## config.mk

```make
export PLATFORM = sky130hd
export DESIGN_NAME = rv32ite_fifo
export DESIGN_NICKNAME = d
export VERILOG_FILES = /design/src/rtl/rv32ite_fifo.sv
export SDC_FILE = /design/constraint.sdc
export NUM_CORES = 1
export LEC_CHECK = 0
export BUFFER_PORTS_ARGS = -buffer_cell sky130_fd_sc_hd__buf_2
export CAP_MARGIN = 20
export CELL_PAD_IN_SITES_DETAIL_PLACEMENT = 1
export CELL_PAD_IN_SITES_GLOBAL_PLACEMENT = 1
export CORE_AREA = 10 10 47 49
export DETAILED_ROUTE_END_ITERATION = 16
export DIE_AREA = 0 0 57 59
export PLACE_DENSITY_LB_ADDON = 0.25
export SLEW_MARGIN = 20
export SYNTH_ARGS = -nofsm -noshare
export SYNTH_HDL_FRONTEND = slang
export SYNTH_SLANG_ARGS = --single-unit
```

## constraint.sdc

```tcl
create_clock -name clk -period 1.81 [get_ports clk]
set_input_delay 0.362 -clock clk [delete_from_list [all_inputs] [get_ports clk]]
set_output_delay 0.362 -clock clk [all_outputs]
set_load 0.01 [all_outputs]
```

## src/rtl/rv32ite_fifo.sv

```systemverilog
// ----------------------------------------------------------------------------
// rv32ite_fifo
// Small register queue with full and empty flags; push and pop may share a cycle when it is neither empty nor full.
// ----------------------------------------------------------------------------
module rv32ite_fifo #(
  parameter int WIDTH = 1,
  parameter int DEPTH = 2
) (
  input  logic             clk,
  input  logic             rst_n,
  input  logic             push,
  input  logic [WIDTH-1:0] wdata,
  output logic             full,
  input  logic             pop,
  output logic [WIDTH-1:0] rdata,
  output logic             empty
);

  localparam int PTR_W = (DEPTH > 1) ? $clog2(DEPTH) : 1;
  localparam int CNT_W = $clog2(DEPTH + 1);

  logic [WIDTH-1:0] mem_r [DEPTH];
  logic [PTR_W-1:0] wr_ptr_r, wr_ptr_nxt;
  logic [PTR_W-1:0] rd_ptr_r, rd_ptr_nxt;
  logic [CNT_W-1:0] cnt_r, cnt_nxt;
  logic             push_ok;
  logic             pop_ok;

  assign full    = (cnt_r == CNT_W'(DEPTH));
  assign empty   = (cnt_r == '0);
  assign push_ok = push && !full;
  assign pop_ok  = pop && !empty;
  assign rdata   = mem_r[rd_ptr_r];

  always_comb begin
    wr_ptr_nxt = wr_ptr_r;
    rd_ptr_nxt = rd_ptr_r;
    cnt_nxt    = cnt_r;
    if (push_ok) begin
      wr_ptr_nxt = (wr_ptr_r == PTR_W'(DEPTH - 1)) ? '0 : wr_ptr_r + 1'b1;
    end
    if (pop_ok) begin
      rd_ptr_nxt = (rd_ptr_r == PTR_W'(DEPTH - 1)) ? '0 : rd_ptr_r + 1'b1;
    end
    if (push_ok && !pop_ok) begin
      cnt_nxt = cnt_r + 1'b1;
    end else if (pop_ok && !push_ok) begin
      cnt_nxt = cnt_r - 1'b1;
    end
  end

  always_ff @(posedge clk) begin
    if (!rst_n) begin
      wr_ptr_r <= '0;
      rd_ptr_r <= '0;
      cnt_r    <= '0;
    end else begin
      wr_ptr_r <= wr_ptr_nxt;
      rd_ptr_r <= rd_ptr_nxt;
      cnt_r    <= cnt_nxt;
    end
  end

  always_ff @(posedge clk) begin
    if (push_ok) begin
      mem_r[wr_ptr_r] <= wdata;
    end
  end

endmodule

```

==> impl_summary.log, run 1 <==
INFO  metric run_status = complete, no violations
INFO  metric endpoint = cnt_r[1]$_SDFFE_PN0P_
INFO  metric cp_bufs_invs = 1
INFO  metric maxSlewViolCount = 0
INFO  metric path_class = register to register
INFO  metric clock_sinks = 7
INFO  metric path_max_fanout = 5
INFO  metric postLayoutCoreUtil = 27.6%
INFO  metric final.setup.worst_slack = about 0.19 ns
INFO  metric clkSlewWorstSetupHoldPaths = 0.05 ns
INFO  metric i_o_pin_count = 8
INFO  metric grt_start_max_net_pins = 6
INFO  metric resized_after_cts = 0
INFO  metric insertion_delay = ~0.25 ns
INFO  metric globalRoute.totalOverflow = 0
INFO  metric arrival = approximately 1.8 ns
INFO  metric worstSetupPathDepth = 6
INFO  metric groute.usage.overall = 4.36%
INFO  metric critical-path-top-delay-family = simple AND/OR/NAND/NOR gates
INFO  metric chipHeight = ~59 um
INFO  metric timing_worst_slew_pin_value = about 0.21 ns
INFO  metric h-tree-depth = 1
INFO  metric drc = 0
INFO  metric cp_cell_sequence = nand2b_1 -> inv_2 -> nor2_1 -> ha_1 -> or3_1 -> a21boi_1
INFO  metric layout-drive-gt1-share = between 30% and 40%
INFO  metric reg2reg_setup_slack = ~0.19 ns
INFO  metric final.min_clock_period = roughly 1.6 ns
INFO  metric setup_fix_bufs_post_cts = 0
INFO  metric drtIter0Drc = 0
INFO  metric wire_length_of_the_first_global_routing_pass = approximately 1100 um
INFO  metric final_setup_violation_count = 0
INFO  metric worstReg2RegEnd = cnt_r[1]$_SDFFE_PN0P_
INFO  metric fin_hold_ws = between 0.3 and 0.4 ns
INFO  metric vdd.ir_drop.worst = ~0.47 mV
INFO  metric io_buffer_count = 7
INFO  metric num_antenna_cells = 0
INFO  metric fp.dieArea = about 0.0034 mm2
INFO  metric core.rowCount = 14
INFO  metric finalWirelength = around 670 um
INFO  metric dpl_worst_slack = 0.186 ns
INFO  metric max_slew_margin = 85.6%
INFO  metric drt-vias-per-instance = about 4.3
INFO  metric route.vias.total = about 240
INFO  metric r2r.worst_path.cells = 6
INFO  metric crit_path_largest_cell_delay = approximately 0.42 ns
INFO  metric floorplan.die.width = around 57 um
INFO  metric setup_tns_final = 0 ns
INFO  metric rsz0062_at_grt = no
INFO  metric cts_root_buf = clkbuf_4
INFO  metric timing.critical_path.from_type = register
INFO  metric timing_hold_violations_final = 0
INFO  metric end_kind = register
INFO  metric crit_required = 1.99 ns
INFO  metric seq_area_frac_synth = between 50% and 60%
INFO  metric worstReg2RegStart = cnt_r[0]$_SDFFE_PN0P_
INFO  metric detail_route.first_pass.iterations = 1
INFO  metric ys.warnings.count = 0
INFO  metric yosys-top-cells-area = dfxtp_1 33%, edfxtp_1 20%, and2_1 6.1%
INFO  metric cellPowerDensity = between 1500 and 2000 mW/mm2
INFO  metric syn2layout_area_growth = 26.6%
INFO  metric holdCritPathClass = input port to register
INFO  metric hold_path_startpoint = wdata
INFO  metric synthesis.area = between 300 and 400 um2
INFO  metric postSynthRegisterBits = 7
INFO  metric grt_antenna_before_repair = 0
INFO  metric yosysUniqueCellTypes = 19
INFO  metric route.detailed.wl_per_inst = ~12 um
INFO  metric last_weighted_congestion_value_of_the_routability_driven_placer = slightly below 0.7
INFO  metric synth_top_area_cell = dfxtp_1
INFO  metric detail-route-antenna-nets = 0
INFO  metric core_region_area = between 0.001 and 0.0015 mm2
INFO  metric initial_utilization = between 20% and 30%
INFO  metric crit_path_top_delay_cell = dfxtp_1
INFO  metric leakage_dissipation = 0.000168 uW
INFO  metric cts_buffers = 3
INFO  metric via_count_of_the_first_global_routing_pass = about 250
INFO  metric cap_violations = 0
INFO  metric cts.path.max_buffers = 2
INFO  metric cts_hold_buffers = 0
INFO  metric cts_tree = done
INFO  metric timing.final.crit_share = about nine tenths
INFO  metric critical_path.startpoint = cnt_r[0]$_SDFFE_PN0P_
INFO  metric dp_hpwl = roughly 550 um
INFO  metric synth_fp_nets = 34
INFO  metric final_net_count = 46
INFO  metric synth_top_area_share = 32.8%
INFO  metric skew = between 0.0015 and 0.002 ns
INFO  metric final.fill_count = around 170
INFO  metric synth_area_per_cell = roughly 11 um2
INFO  metric max_clock_freq = ~600 MHz
INFO  metric postSynthCellCount = 28
per-stage QoR:
step	std cells	power [uW]	area [um2]
after global placement	51	472	360
after CTS	55	643	387
final	55	627	387
after global routing	55	680	387
after detailed placement	51	490	360
after floorplan	28	413	305
report_power, final:
group          internal (uW)  switching (uW)  leakage [uW]
sequential               210            35.2     0.0000600
clock                   84.3            60.3     0.0000150
combinational            119             118     0.0000927
cell type report:
cell class | count | area [um2] | area share [%]
Timing Repair Buffer | 7 | 35.0 | 9.06
Clock buffer | 4 | 26.3 | 6.80
Inverter | 2 | 7.51 | 1.94
Sequential cell | 7 | 160 | 41.4
Multi-Input combinational cell | 19 | 138 | 35.6
Tap cell | 16 | 20.0 | 5.18
cell usage after synthesis, drive strengths merged:
cell / number
dfxtp: 5
and2: 3
a21boi: 2
edfxtp: 2
inv: 2
nor2: 2
o21ai: 2
xnor2: 2
and3: 1
ha: 1
mux2: 1
nand2b: 1
nor3: 1
o21a: 1
or3: 1
xor2: 1
routing by layer:
layer,track usage [%],up-vias,wire length (um)
li1,-,116,-
met1,3.68,114,247
met2,7.13,5,369
met3,2.58,4,29
met4,4.03,0,20
met5,0,-,0
how the worst min path moves through the flow:
stage               cells past startpoint                     to  slack [ns]
global placement                        2  cnt_r[1]$_SDFFE_PN0P_        0.49
CTS                                     1     mem_r[0]$_DFFE_PP_        0.30
global route                            1     mem_r[0]$_DFFE_PP_        0.29
floorplan                               0     mem_r[0]$_DFFE_PP_        0.46
detailed placement                      2  cnt_r[1]$_SDFFE_PN0P_        0.52
finish                                  1     mem_r[0]$_DFFE_PP_        0.30
kinds of logic (layout without fill, tap and decap cells):
family,after synthesis,in the layout,synth area share (%)
and+or+nand+nor,9,9,18.0
DFF,7,7,52.5
AOI/OAI and AO/OA,5,5,10.7
xor gates and xnor gates,3,3,8.61
buffers and inverters,2,13,2.46
adders and majority gates,1,1,4.10
muxes,1,1,3.69
worst register-to-register path, cell delays in order, from the launching register on:
cell and delay [ns]:
dfxtp_1 0.42, nand2b_1 0.20, inv_2 0.06, nor2_1 0.10, ha_1 0.27, or3_1 0.36
a21boi_1 0.15
cell usage in the layout, fill, tap and decap left out, types with 2 or more instances in the layout:
master    n
and2_1    3
buf_2     7
clkbuf_4  3
dfxtp_1   5
edfxtp_1  2
nor2_1    2
xnor2_1   2
Power figures use the tool's default switching activity.
==> run 2: changes to the inputs <==
--- a/config.mk
+++ b/config.mk
@@ -9,9 +9,9 @@
 export CAP_MARGIN = 20
 export CELL_PAD_IN_SITES_DETAIL_PLACEMENT = 1
 export CELL_PAD_IN_SITES_GLOBAL_PLACEMENT = 1
-export CORE_AREA = 10 10 47 49
+export CORE_AREA = 2 2 39 41
 export DETAILED_ROUTE_END_ITERATION = 16
-export DIE_AREA = 0 0 57 59
+export DIE_AREA = 0 0 41 43
 export PLACE_DENSITY_LB_ADDON = 0.25
 export SLEW_MARGIN = 20
 export SYNTH_ARGS = -nofsm -noshare
==> impl_summary.log, run 2 (synthesis gave the netlist of run 1 again) <==
INFO  metric run_status = complete, no violations (unchanged)
INFO  metric max_slew_margin = 85.5% (was 85.6%)
INFO  metric placedInstanceArea = 360 um2 (unchanged)
INFO  metric pwr-share-comb = 38.2% (was 37.8%)
INFO  metric cap_violations = 0 (unchanged)
INFO  metric route.vias.total = 233 (was 239)
INFO  metric cts_root_buf = clkbuf_4 (unchanged)
INFO  metric leakage_dissipation = 0.000168 uW (unchanged)
INFO  metric layout-drive-gt1-share = 33.3% (unchanged)
INFO  metric clkSlewWorstSetupHoldPaths = 0.05 ns (about the same)
INFO  metric core.rowCount = 14 (unchanged)
INFO  metric core_region_area = 0.00138 mm2 (was 0.00140 mm2)
INFO  metric wire_length_of_the_first_global_routing_pass = 1010 um (was 1080 um)
INFO  metric insertion_delay = 0.25 ns (about the same)
INFO  metric timing_hold_violations_final = 0 (unchanged)
INFO  metric chipHeight = 43 um (was 59 um)
INFO  metric final.min_clock_period = 1.65 ns (was 1.62 ns)
INFO  metric power_switching_share = 33.7% (was 34.0%)
INFO  metric fp.dieArea = 0.00176 mm2 (was 0.00336 mm2)
INFO  metric skew = 0.00497 ns (was 0.00178 ns)
INFO  metric max_clock_freq = 606 MHz (was 618 MHz)
INFO  metric p_int = 413 uW (was 414 uW)
INFO  metric floorplan.die.width = 41 um (was 57 um)
INFO  metric vdd.ir_drop.worst = 0.517 mV (was 0.470 mV)
INFO  metric io_buffer_count = 7 (unchanged)
INFO  metric end_kind = register (unchanged)
INFO  metric detail_route.first_pass.iterations = 2 (was 1)
INFO  metric globalRoute.totalOverflow = 0 (unchanged)
INFO  metric path_class = register to register (unchanged)
INFO  metric h-tree-depth = 1 (unchanged)
INFO  metric pwr-share-clk = 22.3% (was 23.1%)
INFO  metric maxSlewViolCount = 0 (unchanged)
INFO  metric arrival = 1.82 ns (was 1.80 ns)
INFO  metric clock_sinks = 7 (unchanged)
INFO  metric cts.path.max_buffers = 2 (unchanged)
INFO  metric initial_utilization = 22.1% (was 21.8%)
INFO  metric syn2layout_area_growth = 26.6% (unchanged)
INFO  metric path_max_fanout = 5 (unchanged)
INFO  metric final_net_count = 46 (unchanged)
INFO  metric timing.final.crit_share = 91.1% (was 89.5%)
INFO  metric net_sw_power = 210 uW (was 213 uW)
INFO  metric route.detailed.wl_per_inst = 10.9 um (was 12.1 um)
INFO  metric groute.usage.overall = 9.17% (was 4.36%)
INFO  metric final_cell_mix = 7 x buf_2, 5 x dfxtp_1, 3 x and2_1, 3 x clkbuf_4 (unchanged)
INFO  metric rsz0062_at_grt = no (unchanged)
INFO  metric drt-vias-per-instance = 4.24 (was 4.35)
INFO  metric final_setup_violation_count = 0 (unchanged)
INFO  metric drc = 0 (unchanged)
INFO  metric setup_fix_bufs_post_cts = 0 (unchanged)
INFO  metric mostFrequentLayoutCell = buf_2 (unchanged)
INFO  metric grt_antenna_before_repair = 0 (unchanged)
INFO  metric holdCritPathClass = input port to register (unchanged)
INFO  metric cts_tree = done (unchanged)
INFO  metric i_o_pin_count = 8 (unchanged)
INFO  metric cellPowerDensity = 1610 mW/mm2 (was 1620 mW/mm2)
INFO  metric via_count_of_the_first_global_routing_pass = 267 (was 245)
INFO  metric timing.critical_path.from_type = register (unchanged)
INFO  metric resized_after_cts = 0 (unchanged)
INFO  metric last_weighted_congestion_value_of_the_routability_driven_placer = 0.705 (was 0.696)
INFO  metric setup_tns_final = 0 ns (unchanged)
INFO  metric grt_start_max_net_pins = 6 (unchanged)
INFO  metric finalWirelength = 598 um (was 666 um)
INFO  metric num_antenna_cells = 0 (unchanged)
INFO  metric cts_hold_buffers = 0 (unchanged)
INFO  metric detail-route-antenna-nets = 0 (unchanged)
INFO  metric power = 623 uW (was 627 uW)
INFO  metric crit_required = 1.98 ns (was 1.99 ns)
INFO  metric timing_worst_slew_pin_value = 0.216 ns (was 0.215 ns)
INFO  metric cts_buffers = 3 (unchanged)
INFO  metric power.share.sequential = 39.6% (was 39.1%)
INFO  metric drtIter0Drc = 5 (was 0)
INFO  metric postLayoutCoreUtil = 27.9% (was 27.6%)
INFO  metric final_area = 387 um2 (unchanged)
## run 2: cell counts in the layout (fill, tap and decap cells not counted)
Identical to the previous run, type by type.
## run 2: metrics by stage
stage	std cells	hold slack, ns	setup WS (ns)
final	55	0.311	0.161
after global routing	55	0.299	0.0573
after CTS	55	0.306	0.123
after detailed placement	51	0.519	0.133
after global placement	51	0.498	0.277
after floorplan	28	0.461	0.339
## run 2: power by group through the flow
stage               Clock, uW  Combinational, uW  Sequential [uW]
CTS                       146                243              247
finish                    139                238              247
global placement            0                222              243
detailed placement          0                242              250
floorplan                   0                173              240
global route              159                265              252
## run 2: worst paths after layout
path	start	to	slack (ns)	cells after the start
max reg2reg	cnt_r[0]$_SDFFE_PN0P_	cnt_r[1]$_SDFFE_PN0P_	0.16	6
max	cnt_r[0]$_SDFFE_PN0P_	cnt_r[1]$_SDFFE_PN0P_	0.16	6
min	wdata	mem_r[0]$_DFFE_PP_	0.31	1
min reg2reg	cnt_r[1]$_SDFFE_PN0P_	cnt_r[1]$_SDFFE_PN0P_	0.53	2
## run 2: final cells by class
class,count,area [um2]
Tap cell,16,20.0
Fill cell,158,997
Clock buffer,4,26.3
Multi-Input combinational cell,19,138
Sequential cell,7,160
Timing Repair Buffer,7,35.0
Inverter,2,7.51
## run 2: metal layers
metal	GRT usage, %	vias to the layer above	part of all wire (%)
li1	-	118	-
met1	6.51	110	38
met3	7.85	0	5.4
met2	16.6	5	56
met4	2.00	0	0
met5	0	-	0
## run 2: critical path, cell delays in order, from the launching register on
cell and delay, ns:
dfxtp_1 0.42, nand2b_1 0.19, inv_2 0.06, nor2_1 0.11, ha_1 0.28, or3_1 0.38
a21boi_1 0.15
