### src/rtl/rv32ite_pkg.sv
// ----------------------------------------------------------------------------
// rv32ite_pkg
// Shared types and constants for the RV32I I-type execute block.
// ----------------------------------------------------------------------------
package rv32ite_pkg;

  localparam int XLEN          = 32;
  localparam int REG_CNT       = 32;
  localparam int REG_IDX_W     = 5;
  localparam int IMM_W         = 12;
  localparam int PADDR_W       = 12;
  localparam int BYTE_W        = 8;
  localparam int BANKS         = 4;
  localparam int PC_STEP       = 4;
  localparam int SHAMT_W       = 5;
  localparam int MEM_ADDR_BITS_DEF = 12;
  localparam int CMD_Q_DEPTH   = 4;
  localparam int RES_Q_DEPTH   = 2;

  typedef enum logic [3:0] {
    OP_JALR  = 4'd0,
    OP_LB    = 4'd1,
    OP_LH    = 4'd2,
    OP_LW    = 4'd3,
    OP_LBU   = 4'd4,
    OP_LHU   = 4'd5,
    OP_ADDI  = 4'd6,
    OP_SLTI  = 4'd7,
    OP_SLTIU = 4'd8,
    OP_XORI  = 4'd9,
    OP_ORI   = 4'd10,
    OP_ANDI  = 4'd11,
    OP_SLLI  = 4'd12,
    OP_SRLI  = 4'd13,
    OP_SRAI  = 4'd14,
    OP_MEMWR = 4'd15
  } op_t;

  typedef enum logic [1:0] {
    SZ_BYTE = 2'd0,
    SZ_HALF = 2'd1,
    SZ_WORD = 2'd2
  } ld_size_t;

  typedef struct packed {
    op_t      op;
    logic     is_load;
    logic     is_store;
    logic     is_jalr;
    ld_size_t size;
    logic     ld_unsigned;
  } ctl_t;

  typedef struct packed {
    ctl_t                 ctl;
    logic [REG_IDX_W-1:0] rd;
    logic [REG_IDX_W-1:0] rs;
    logic [IMM_W-1:0]     imm;
    logic [PADDR_W-1:0]   paddr;
    logic [BYTE_W-1:0]    pbyte;
  } cmd_t;

  typedef struct packed {
    logic [REG_IDX_W-1:0] idx;
    logic [XLEN-1:0]      value;
    logic                 done;
    logic [XLEN-1:0]      npc;
  } res_t;

endpackage

### src/rtl/rv32ite_fifo.sv
// ----------------------------------------------------------------------------
// rv32ite_fifo
// Small register queue with full and empty flags; push and pop may share a cycle when it is neither empty nor full.
// ----------------------------------------------------------------------------
module rv32ite_fifo #(
  parameter int WIDTH = 1,
  parameter int DEPTH = 2
) (
  input  logic             clk,
  input  logic             rst_n,
  input  logic             push,
  input  logic [WIDTH-1:0] wdata,
  output logic             full,
  input  logic             pop,
  output logic [WIDTH-1:0] rdata,
  output logic             empty
);

  localparam int PTR_W = (DEPTH > 1) ? $clog2(DEPTH) : 1;
  localparam int CNT_W = $clog2(DEPTH + 1);

  logic [WIDTH-1:0] mem_r [DEPTH];
  logic [PTR_W-1:0] wr_ptr_r, wr_ptr_nxt;
  logic [PTR_W-1:0] rd_ptr_r, rd_ptr_nxt;
  logic [CNT_W-1:0] cnt_r, cnt_nxt;
  logic             push_ok;
  logic             pop_ok;

  assign full    = (cnt_r == CNT_W'(DEPTH));
  assign empty   = (cnt_r == '0);
  assign push_ok = push && !full;
  assign pop_ok  = pop && !empty;
  assign rdata   = mem_r[rd_ptr_r];

  always_comb begin
    wr_ptr_nxt = wr_ptr_r;
    rd_ptr_nxt = rd_ptr_r;
    cnt_nxt    = cnt_r;
    if (push_ok) begin
      wr_ptr_nxt = (wr_ptr_r == PTR_W'(DEPTH - 1)) ? '0 : wr_ptr_r + 1'b1;
    end
    if (pop_ok) begin
      rd_ptr_nxt = (rd_ptr_r == PTR_W'(DEPTH - 1)) ? '0 : rd_ptr_r + 1'b1;
    end
    if (push_ok && !pop_ok) begin
      cnt_nxt = cnt_r + 1'b1;
    end else if (pop_ok && !push_ok) begin
      cnt_nxt = cnt_r - 1'b1;
    end
  end

  always_ff @(posedge clk) begin
    if (!rst_n) begin
      wr_ptr_r <= '0;
      rd_ptr_r <= '0;
      cnt_r    <= '0;
    end else begin
      wr_ptr_r <= wr_ptr_nxt;
      rd_ptr_r <= rd_ptr_nxt;
      cnt_r    <= cnt_nxt;
    end
  end

  always_ff @(posedge clk) begin
    if (push_ok) begin
      mem_r[wr_ptr_r] <= wdata;
    end
  end

endmodule

### src/rtl/rv32ite_front.sv
// ----------------------------------------------------------------------------
// rv32ite_front
// Accepts instruction beats, decodes the opcode and queues decoded commands.
// ----------------------------------------------------------------------------
module rv32ite_front import rv32ite_pkg::*; #(
  parameter int DEPTH = CMD_Q_DEPTH
) (
  input  logic                      clk,
  input  logic                      rst_n,
  input  logic                      hold,
  input  logic                      in_push,
  output logic                      in_full,
  input  logic [3:0]                in_op,
  input  logic [REG_IDX_W-1:0]      in_dest_index,
  input  logic [REG_IDX_W-1:0]      in_source_index,
  input  logic signed [IMM_W-1:0]   in_immediate,
  input  logic [PADDR_W-1:0]        in_preload_address,
  input  logic [BYTE_W-1:0]         in_preload_byte,
  input  logic                      q_pop,
  output cmd_t                      q_cmd,
  output logic                      q_empty
);

  ctl_t ctl;
  cmd_t cmd;
  logic q_full;
  logic [$bits(cmd_t)-1:0] q_rdata;

  always_comb begin
    ctl             = '0;
    ctl.op          = op_t'(in_op);
    ctl.size        = SZ_WORD;
    unique case (op_t'(in_op)) inside
      OP_JALR: begin
        ctl.is_jalr = 1'b1;
      end
      OP_LB, OP_LBU: begin
        ctl.is_load     = 1'b1;
        ctl.size        = SZ_BYTE;
        ctl.ld_unsigned = (op_t'(in_op) == OP_LBU);
      end
      OP_LH, OP_LHU: begin
        ctl.is_load     = 1'b1;
        ctl.size        = SZ_HALF;
        ctl.ld_unsigned = (op_t'(in_op) == OP_LHU);
      end
      OP_LW: begin
        ctl.is_load = 1'b1;
      end
      OP_MEMWR: begin
        ctl.is_store = 1'b1;
      end
      default: begin
        ctl.is_load = 1'b0;
      end
    endcase
  end

  always_comb begin
    cmd       = '0;
    cmd.ctl   = ctl;
    cmd.rd    = in_dest_index;
    cmd.rs    = in_source_index;
    cmd.imm   = in_immediate;
    cmd.paddr = in_preload_address;
    cmd.pbyte = in_preload_byte;
  end

  // hold keeps the queue closed while memory is being cleared
  assign in_full = q_full || hold;
  assign q_cmd   = cmd_t'(q_rdata);

  rv32ite_fifo #(
    .WIDTH ($bits(cmd_t)),
    .DEPTH (DEPTH)
  ) u_cmd_q (
    .clk   (clk),
    .rst_n (rst_n),
    .push  (in_push && !hold),
    .wdata (cmd),
    .full  (q_full),
    .pop   (q_pop),
    .rdata (q_rdata),
    .empty (q_empty)
  );

endmodule

### config.mk
export PLATFORM = sky130hd
export DESIGN_NAME = rv32ite_front
export DESIGN_NICKNAME = d
export VERILOG_FILES = /design/src/rtl/rv32ite_pkg.sv /design/src/rtl/rv32ite_fifo.sv /design/src/rtl/rv32ite_front.sv
export SDC_FILE = /design/constraint.sdc
export NUM_CORES = 1
export LEC_CHECK = 0
export ABC_AREA = 1
export BUFFER_PORTS_ARGS = -buffer_cell sky130_fd_sc_hd__buf_4
export CAP_MARGIN = 20
export CORE_MARGIN = 3
export CORE_UTILIZATION = 50
export CTS_CLUSTER_DIAMETER = 80
export DETAILED_ROUTE_END_ITERATION = 16
export PLACE_DENSITY = 0.75
export SYNTH_ARGS = -nofsm -noshare
export SYNTH_HDL_FRONTEND = slang
export SYNTH_SLANG_ARGS = --single-unit
export TNS_END_PERCENT = 50
### constraint.sdc
create_clock -name clk -period 8.8 [get_ports clk]
set_input_delay 0.88 -clock clk [delete_from_list [all_inputs] [get_ports clk]]
set_output_delay 0.88 -clock clk [all_outputs]
set_load 0.03 [all_outputs]
==> impl_results.md, run 1 <==
- Post-layout util: 61.2%
- Finished Layout Cells: 923
- Post-synth ARST share: 0%
- Hold buffer count at CTS: 0
- Fin. Hold Viols: 0
- Unrepaired setup endpoints after global routing: no
- CTS Sinks: 217
- Crit end category: output pin
- WP depth: 6
- Worst setup path endpoint: q_cmd[48]
- Pins over their slew limit: 0
- Max_slew headroom: 28.9%
- CTS buffer count: 21
- GRT Residual Overflow: 0
- Global Route Usage Sum: 18.2%
- Synth unique cells: 27
- Post-synth EDFFs: 208
- Final setup fails: 0
- Multi-input gate area: 2110 um^2
- Post-place setup slack: 5140 ps
- Hold path cells: 2
- Via Count: 5,179
- Required time of the critical path: 7920 ps
- Max H-tree Level: 1
- Die Area: 19,300 um^2
- CTS tree: yes
- Crit path max-delay family: buffers and inverters
- Post-CTS Setup Inserts: 0
- # fillers: 1,265
- CP max FO: 85
- Slowest CP cell: buf_4
- Wire per inst: 19.5 um
- DRC Markers: 0
- Core ar.: 16,900 um^2
- Bufs and invs on worst path: 4
- Diode count: 0
- Vias in the first global route: 5,357
- Data arrival time of the worst path: 3210 ps
- Setup TNS: 0 ps
- Avg Cell Area, Syn: 15.0 um^2
- Outcome: finished, final reports clean
- Final ANT Viol Nets: 0
- FF+latch count, synth: 217
- Starting Density: 52.2%
- Die Width: 139 um
- Worst hold path type: register to register
- Vias per std cell: 5.61
- DR pass1 iterations: 5
- Tightest Pin Transition: 1070 ps
- Gp weighted congestion: 0.768
- Final worst-path cycle share: 46.5%
- Final WS setup: 4710 ps
- Cells along the critical path: buf_16, inv_6, buf_4, o21ai_0, o22ai_2, buf_4
- Rows: 47
- Worst R2R End: u_cmd_q.cnt_r[2]
- Cells after Synth: 589
- Mapped Area: 8840 um^2
- CP Class: register to output pin
- Detailed Place HPWL: 10,100 um
- First-pass GRT wire length: 28,400 um
- Routed wire length: 18,000 um
- Flop-to-flop setup slack: 6530 ps
- Hold slack: 541 ps
- Final nets: 748
- Initial DRC Count: 454
- Port bufs: 104
- Layout overhead on the synthesized area: 17.2%
- Power Dens Cells: 304 nW/um^2
- Worst-Skew Late Latency: 490 ps
- Root Buffer: clkbuf_16
- Setup crit start kind: register
- R2R cell count: 13
- Bufs on Longest Clock Path: 3
- Placed Cells: 886
- Final min period: 4090 ps
- Layout cell share with drive strength beyond 1: 31.7%
- Seq. cell area: 6430 um^2
- Io pins: 105
- F_max: 244 MHz
- Setup Skew: 6.45 ps
- Pleak: 3.57 nW
- Crit Reg-Reg Startpoint: u_cmd_q.cnt_r[1]
- Die height: 139 um
- Seq/Total Area, Yosys: 72.7%
- Syn_nets: 647
- Max Cap Viol: 0
- Maximum vdd drop: 217 uV
- Largest net degree at the start of global routing: 106
- Synth Flop Type: edfxtp_1
- Antenna violations before repair: 0
- Ys Warns: 0
- Clock slew at reported path FFs: 60 ps
- Crit-path most repeated cell: buf_4
- CP max stage delay: 790 ps
- Cts repair resizes: 0
==> tightest hold or removal path, stage by stage (launching register included) <==
cell and delay (ps):
dfxtp_1 320, inv_1 100, a21oi_1 70
==> cell usage after synthesis (2+ instances only) <==
master | count | area share, %
buf_2 | 10 | 0.57
nand3_1 | 6 | 0.34
buf_12 | 5 | 1.1
dfxtp_1 | 9 | 2.0
a21oi_1 | 6 | 0.34
inv_2 | 2 | 0.085
o22ai_1 | 14 | 0.99
o22ai_2 | 38 | 5.4
edfxtp_1 | 208 | 71
clkbuf_1 | 12 | 0.51
buf_6 | 3 | 0.38
ha_1 | 6 | 0.85
nor2_2 | 2 | 0.14
nor2_4 | 38 | 4.8
nand2_1 | 15 | 0.64
inv_1 | 22 | 0.93
nor2_1 | 77 | 3.3
o21ai_0 | 92 | 5.2
o21ai_1 | 15 | 0.85
buf_4 | 2 | 0.17
==> per-stage QoR <==
step / power [mW] / area, um^2
2_1_floorplan: 2.03 / 8840
3_3_place_gp: 2.34 / 9730
3_5_place_dp: 2.37 / 9730
4_1_cts: 3.16 / 10300
5_1_grt: 3.29 / 10400
6_report: 3.14 / 10400
==> cell type report <==
cell class,instances,area share [%]
Inverter,24,0.918
Tap cell,220,2.66
Clock inverter,4,0.217
Timing Repair Buffer,110,8.17
Multi-Input combinational cell,316,20.4
Sequential cell,217,62.1
Clock buffer,32,5.57
==> how the worst min path moves through the flow <==
stage | start | to | slack, ps
2_1_floorplan | u_cmd_q.cnt_r[1] | u_cmd_q.cnt_r[1] | 480
3_3_place_gp | u_cmd_q.cnt_r[1] | u_cmd_q.cnt_r[1] | 500
3_5_place_dp | u_cmd_q.cnt_r[1] | u_cmd_q.cnt_r[1] | 530
4_1_cts | u_cmd_q.cnt_r[1] | u_cmd_q.cnt_r[1] | 540
5_1_grt | u_cmd_q.cnt_r[1] | u_cmd_q.cnt_r[1] | 570
6_report | u_cmd_q.cnt_r[1] | u_cmd_q.cnt_r[1] | 540
==> sequential cells by signal (all words and copies together) (netlist names), named ones only <==
register and count:
u_cmd_q.mem_r 208, u_cmd_q.cnt_r 3, u_cmd_q.rd_ptr_r 2, u_cmd_q.wr_ptr_r 2
==> power breakdown <==
group	switching, mW	internal [mW]
registers	0.0553	1.19
logic	0.731	0.370
clock network	0.343	0.451
total	1.13	2.02
==> placed cells by master (no fill, tap or decap), types with 2 or more instances in the layout <==
| master | n |
|---|---|
| nand2_1 | 15 |
| o21ai_0 | 92 |
| inv_6 | 2 |
| clkinv_2 | 2 |
| ha_1 | 6 |
| a21oi_1 | 6 |
| o22ai_2 | 38 |
| inv_1 | 22 |
| nor2_4 | 42 |
| edfxtp_1 | 208 |
| buf_4 | 109 |
| dfxtp_1 | 7 |
| nor2_1 | 73 |
| o22ai_1 | 14 |
| nand3_1 | 6 |
| nor2_2 | 2 |
| o21ai_1 | 15 |
| clkbuf_16 | 21 |
| clkbuf_1 | 10 |
==> layer usage <==
layer	GRT usage [%]	vias to the layer above	part of all wire, %
met5	0	-	0
met2	30.9	186	50
met1	24.5	2590	41
met4	4.74	0	1.8
met3	3.21	28	6.8
li1	-	2375	-
==> kinds of logic after synthesis <==
logic type | after synthesis | synth area share, %
buf+inv | 56 | 3.78
compound gates | 166 | 12.8
simple gates | 143 | 9.62
flops | 217 | 72.7
fa+ha+maj | 7 | 1.08
Power figures use the tool's default switching activity.
==> run 2: changes to the inputs <==
==> constraint.sdc (replaced) <==
create_clock -name clk -period 4.2 [get_ports clk]
set_input_delay 0.42 -clock clk [delete_from_list [all_inputs] [get_ports clk]]
set_output_delay 0.42 -clock clk [all_outputs]
set_load 0.03 [all_outputs]
==> run 2 against run 1 <==
Compared with the run above:
- final area barely moved
- clock power up 120%
- core utilization is essentially flat
- global-route usage is 0.45 points lower
- power grew 110%
- routed wire length fell by 2.7%
- register-to-register slack got worse by 4700 ps
- critical path depth fell by 1
- clock-buffer cell count is 3 lower
- sequential share of layout area about the same
- setup slack lost 3500 ps
==> impl_results.md, run 2 (synthesis gave the netlist of run 1 again) <==
- Largest reg by FF count: u_cmd_q.mem_r
- Gp weighted congestion: 0.723
- Global Route Usage Sum: 17.7%
- Hold buffer count at CTS: 0
- Bufs on Longest Clock Path: 3
- Port bufs: 104
- Final min period: 2970 ps
- Die height: 139 um
- Via Count: 5,043
- Comb pwr share: 35.8%
- DR pass1 iterations: 4
- Worst-Skew Late Latency: 490 ps
- Crit Reg-Reg Startpoint: u_cmd_q.cnt_r[1]
- Final worst-path cycle share: 70.8%
- Io pins: 105
- Fin. Hold Viols: 0
- Final ANT Viol Nets: 0
- Placed Cells: 888
- Required time of the critical path: 3780 ps
- NetSw: 2.37 mW
- Initial DRC Count: 387
- Setup TNS: 0 ps
- Flop-to-flop setup slack: 1850 ps
- Wire per inst: 18.9 um
- Clk pwr share: 25.8%
- Detailed Place HPWL: 10,000 um
- Sw frac: 35.8%
- Pins over their slew limit: 0
- Int Power: 4.26 mW
- Die Area: 19,300 um^2
- Tightest Pin Transition: 1110 ps
- Endpoint, Worst Hold: u_cmd_q.mem_r[3][37]
- Largest regs: u_cmd_q.mem_r (208), u_cmd_q.cnt_r (3)
- Cts repair resizes: 0
- CTS tree: yes
- Seq pwr share: 38.4%
- Clock slew at reported path FFs: 60 ps
- Vias per std cell: 5.46
- Maximum vdd drop: 424 uV
- Layout overhead on the synthesized area: 17.2%
- Data arrival time of the worst path: 2550 ps
- Outcome: finished, final reports clean
- Root Buffer: clkbuf_16
- Hold slack: 129 ps
- F_max: 336 MHz
- Die Width: 139 um
- Rows: 47
- DRC Markers: 0
- CP Class: register to output pin
- Max H-tree Level: 1
- Most frequent cells in the layout: 208 x edfxtp_1, 111 x buf_4, 92 x o21ai_0
- Final setup fails: 0
- Starting Density: 52.2%
- Commonest non-fill, non-tap cell in the layout: edfxtp_1
- CTS buffer count: 21
- Layout cell share with drive strength beyond 1: 32.0%
- Largest net degree at the start of global routing: 105
- Setup crit start kind: register
- Core ar.: 16,900 um^2
- Max reg flops: 208
- CP max FO: 53
- GRT Residual Overflow: 0
- Hold path cells: 1
- Final nets: 749
- Finished Layout Cells: 924
- Pleak: 3.57 nW
- CTS Sinks: 217
- R2R cell count: 5
- Diode count: 0
- Worst R2R End: u_cmd_q.mem_r[1][26]
- Antenna violations before repair: 0
- Setup Skew: 4.28 ps
- Worst hold path type: input pin to register
- Vias in the first global route: 5,270
- Crit end category: output pin
- Unrepaired setup endpoints after global routing: no
- Post-CTS Setup Inserts: 0
- Max Cap Viol: 0
- Max_slew headroom: 25.8%
- First-pass GRT wire length: 27,600 um
- Routed wire length: 17,500 um
- Power Dens Cells: 640 nW/um^2
- Hold wc startpoint: in_dest_index[0]
## run 2: worst max path at each step
stage | from | to | slack (ps)
CTS | register | q_cmd[18] | 1200
detailed placement | hold | u_cmd_q.mem_r[1][26] | 1670
finish | register | q_cmd[46] | 1230
global route | register | q_cmd[46] | 1090
global placement | hold | u_cmd_q.mem_r[1][21] | 1770
floorplan | in_push | u_cmd_q.mem_r[0][0] | 750
## run 2: cell type report
cell class / instances / area, um^2
multi-input cells: 316 / 2110
well taps: 220 / 275
inverters: 24 / 95.1
clock inverters: 7 / 61.3
flip-flops and latches: 217 / 6430
clock buffers: 29 / 556
fillers: 1257 / 6570
repair buffers: 111 / 833
## run 2: critical path, stage by stage, from the launching register on
cell and delay, ps:
dfxtp_2 310, buf_4 290, inv_2 680, o21ai_0 280, o22ai_2 250, buf_4 210
## run 2: per-stage QoR
| step | total power [mW] | setup slack [ps] | utilization [%] | area, um^2 |
|---|---|---|---|---|
| floorplan | 4.26 | 749 | - | 8840 |
| global placement | 4.91 | 1770 | 57.6 | 9750 |
| detailed placement | 4.97 | 1670 | 57.6 | 9750 |
| CTS | 6.69 | 1200 | 61.2 | 10400 |
| global route | 6.94 | 1090 | 61.2 | 10400 |
| finish | 6.63 | 1230 | 61.2 | 10400 |
## run 2: layer usage
| metal | track usage (%) | wire length [um] | up-vias |
|---|---|---|---|
| met3 | 4.21 | 1120 | 21 |
| met2 | 31.1 | 8870 | 158 |
| met4 | 4.69 | 261 | 0 |
| met1 | 22.3 | 7210 | 2486 |
| li1 | - | - | 2378 |
| met5 | 0 | 0 | - |
## run 2: power by group through the flow
stage | clock [mW] | sequential (mW) | combinational (mW)
global placement | 0 | 2.58 | 2.33
CTS | 1.75 | 2.54 | 2.40
detailed placement | 0 | 2.59 | 2.38
global route | 1.84 | 2.55 | 2.55
floorplan | 0 | 2.59 | 1.67
finish | 1.71 | 2.54 | 2.38
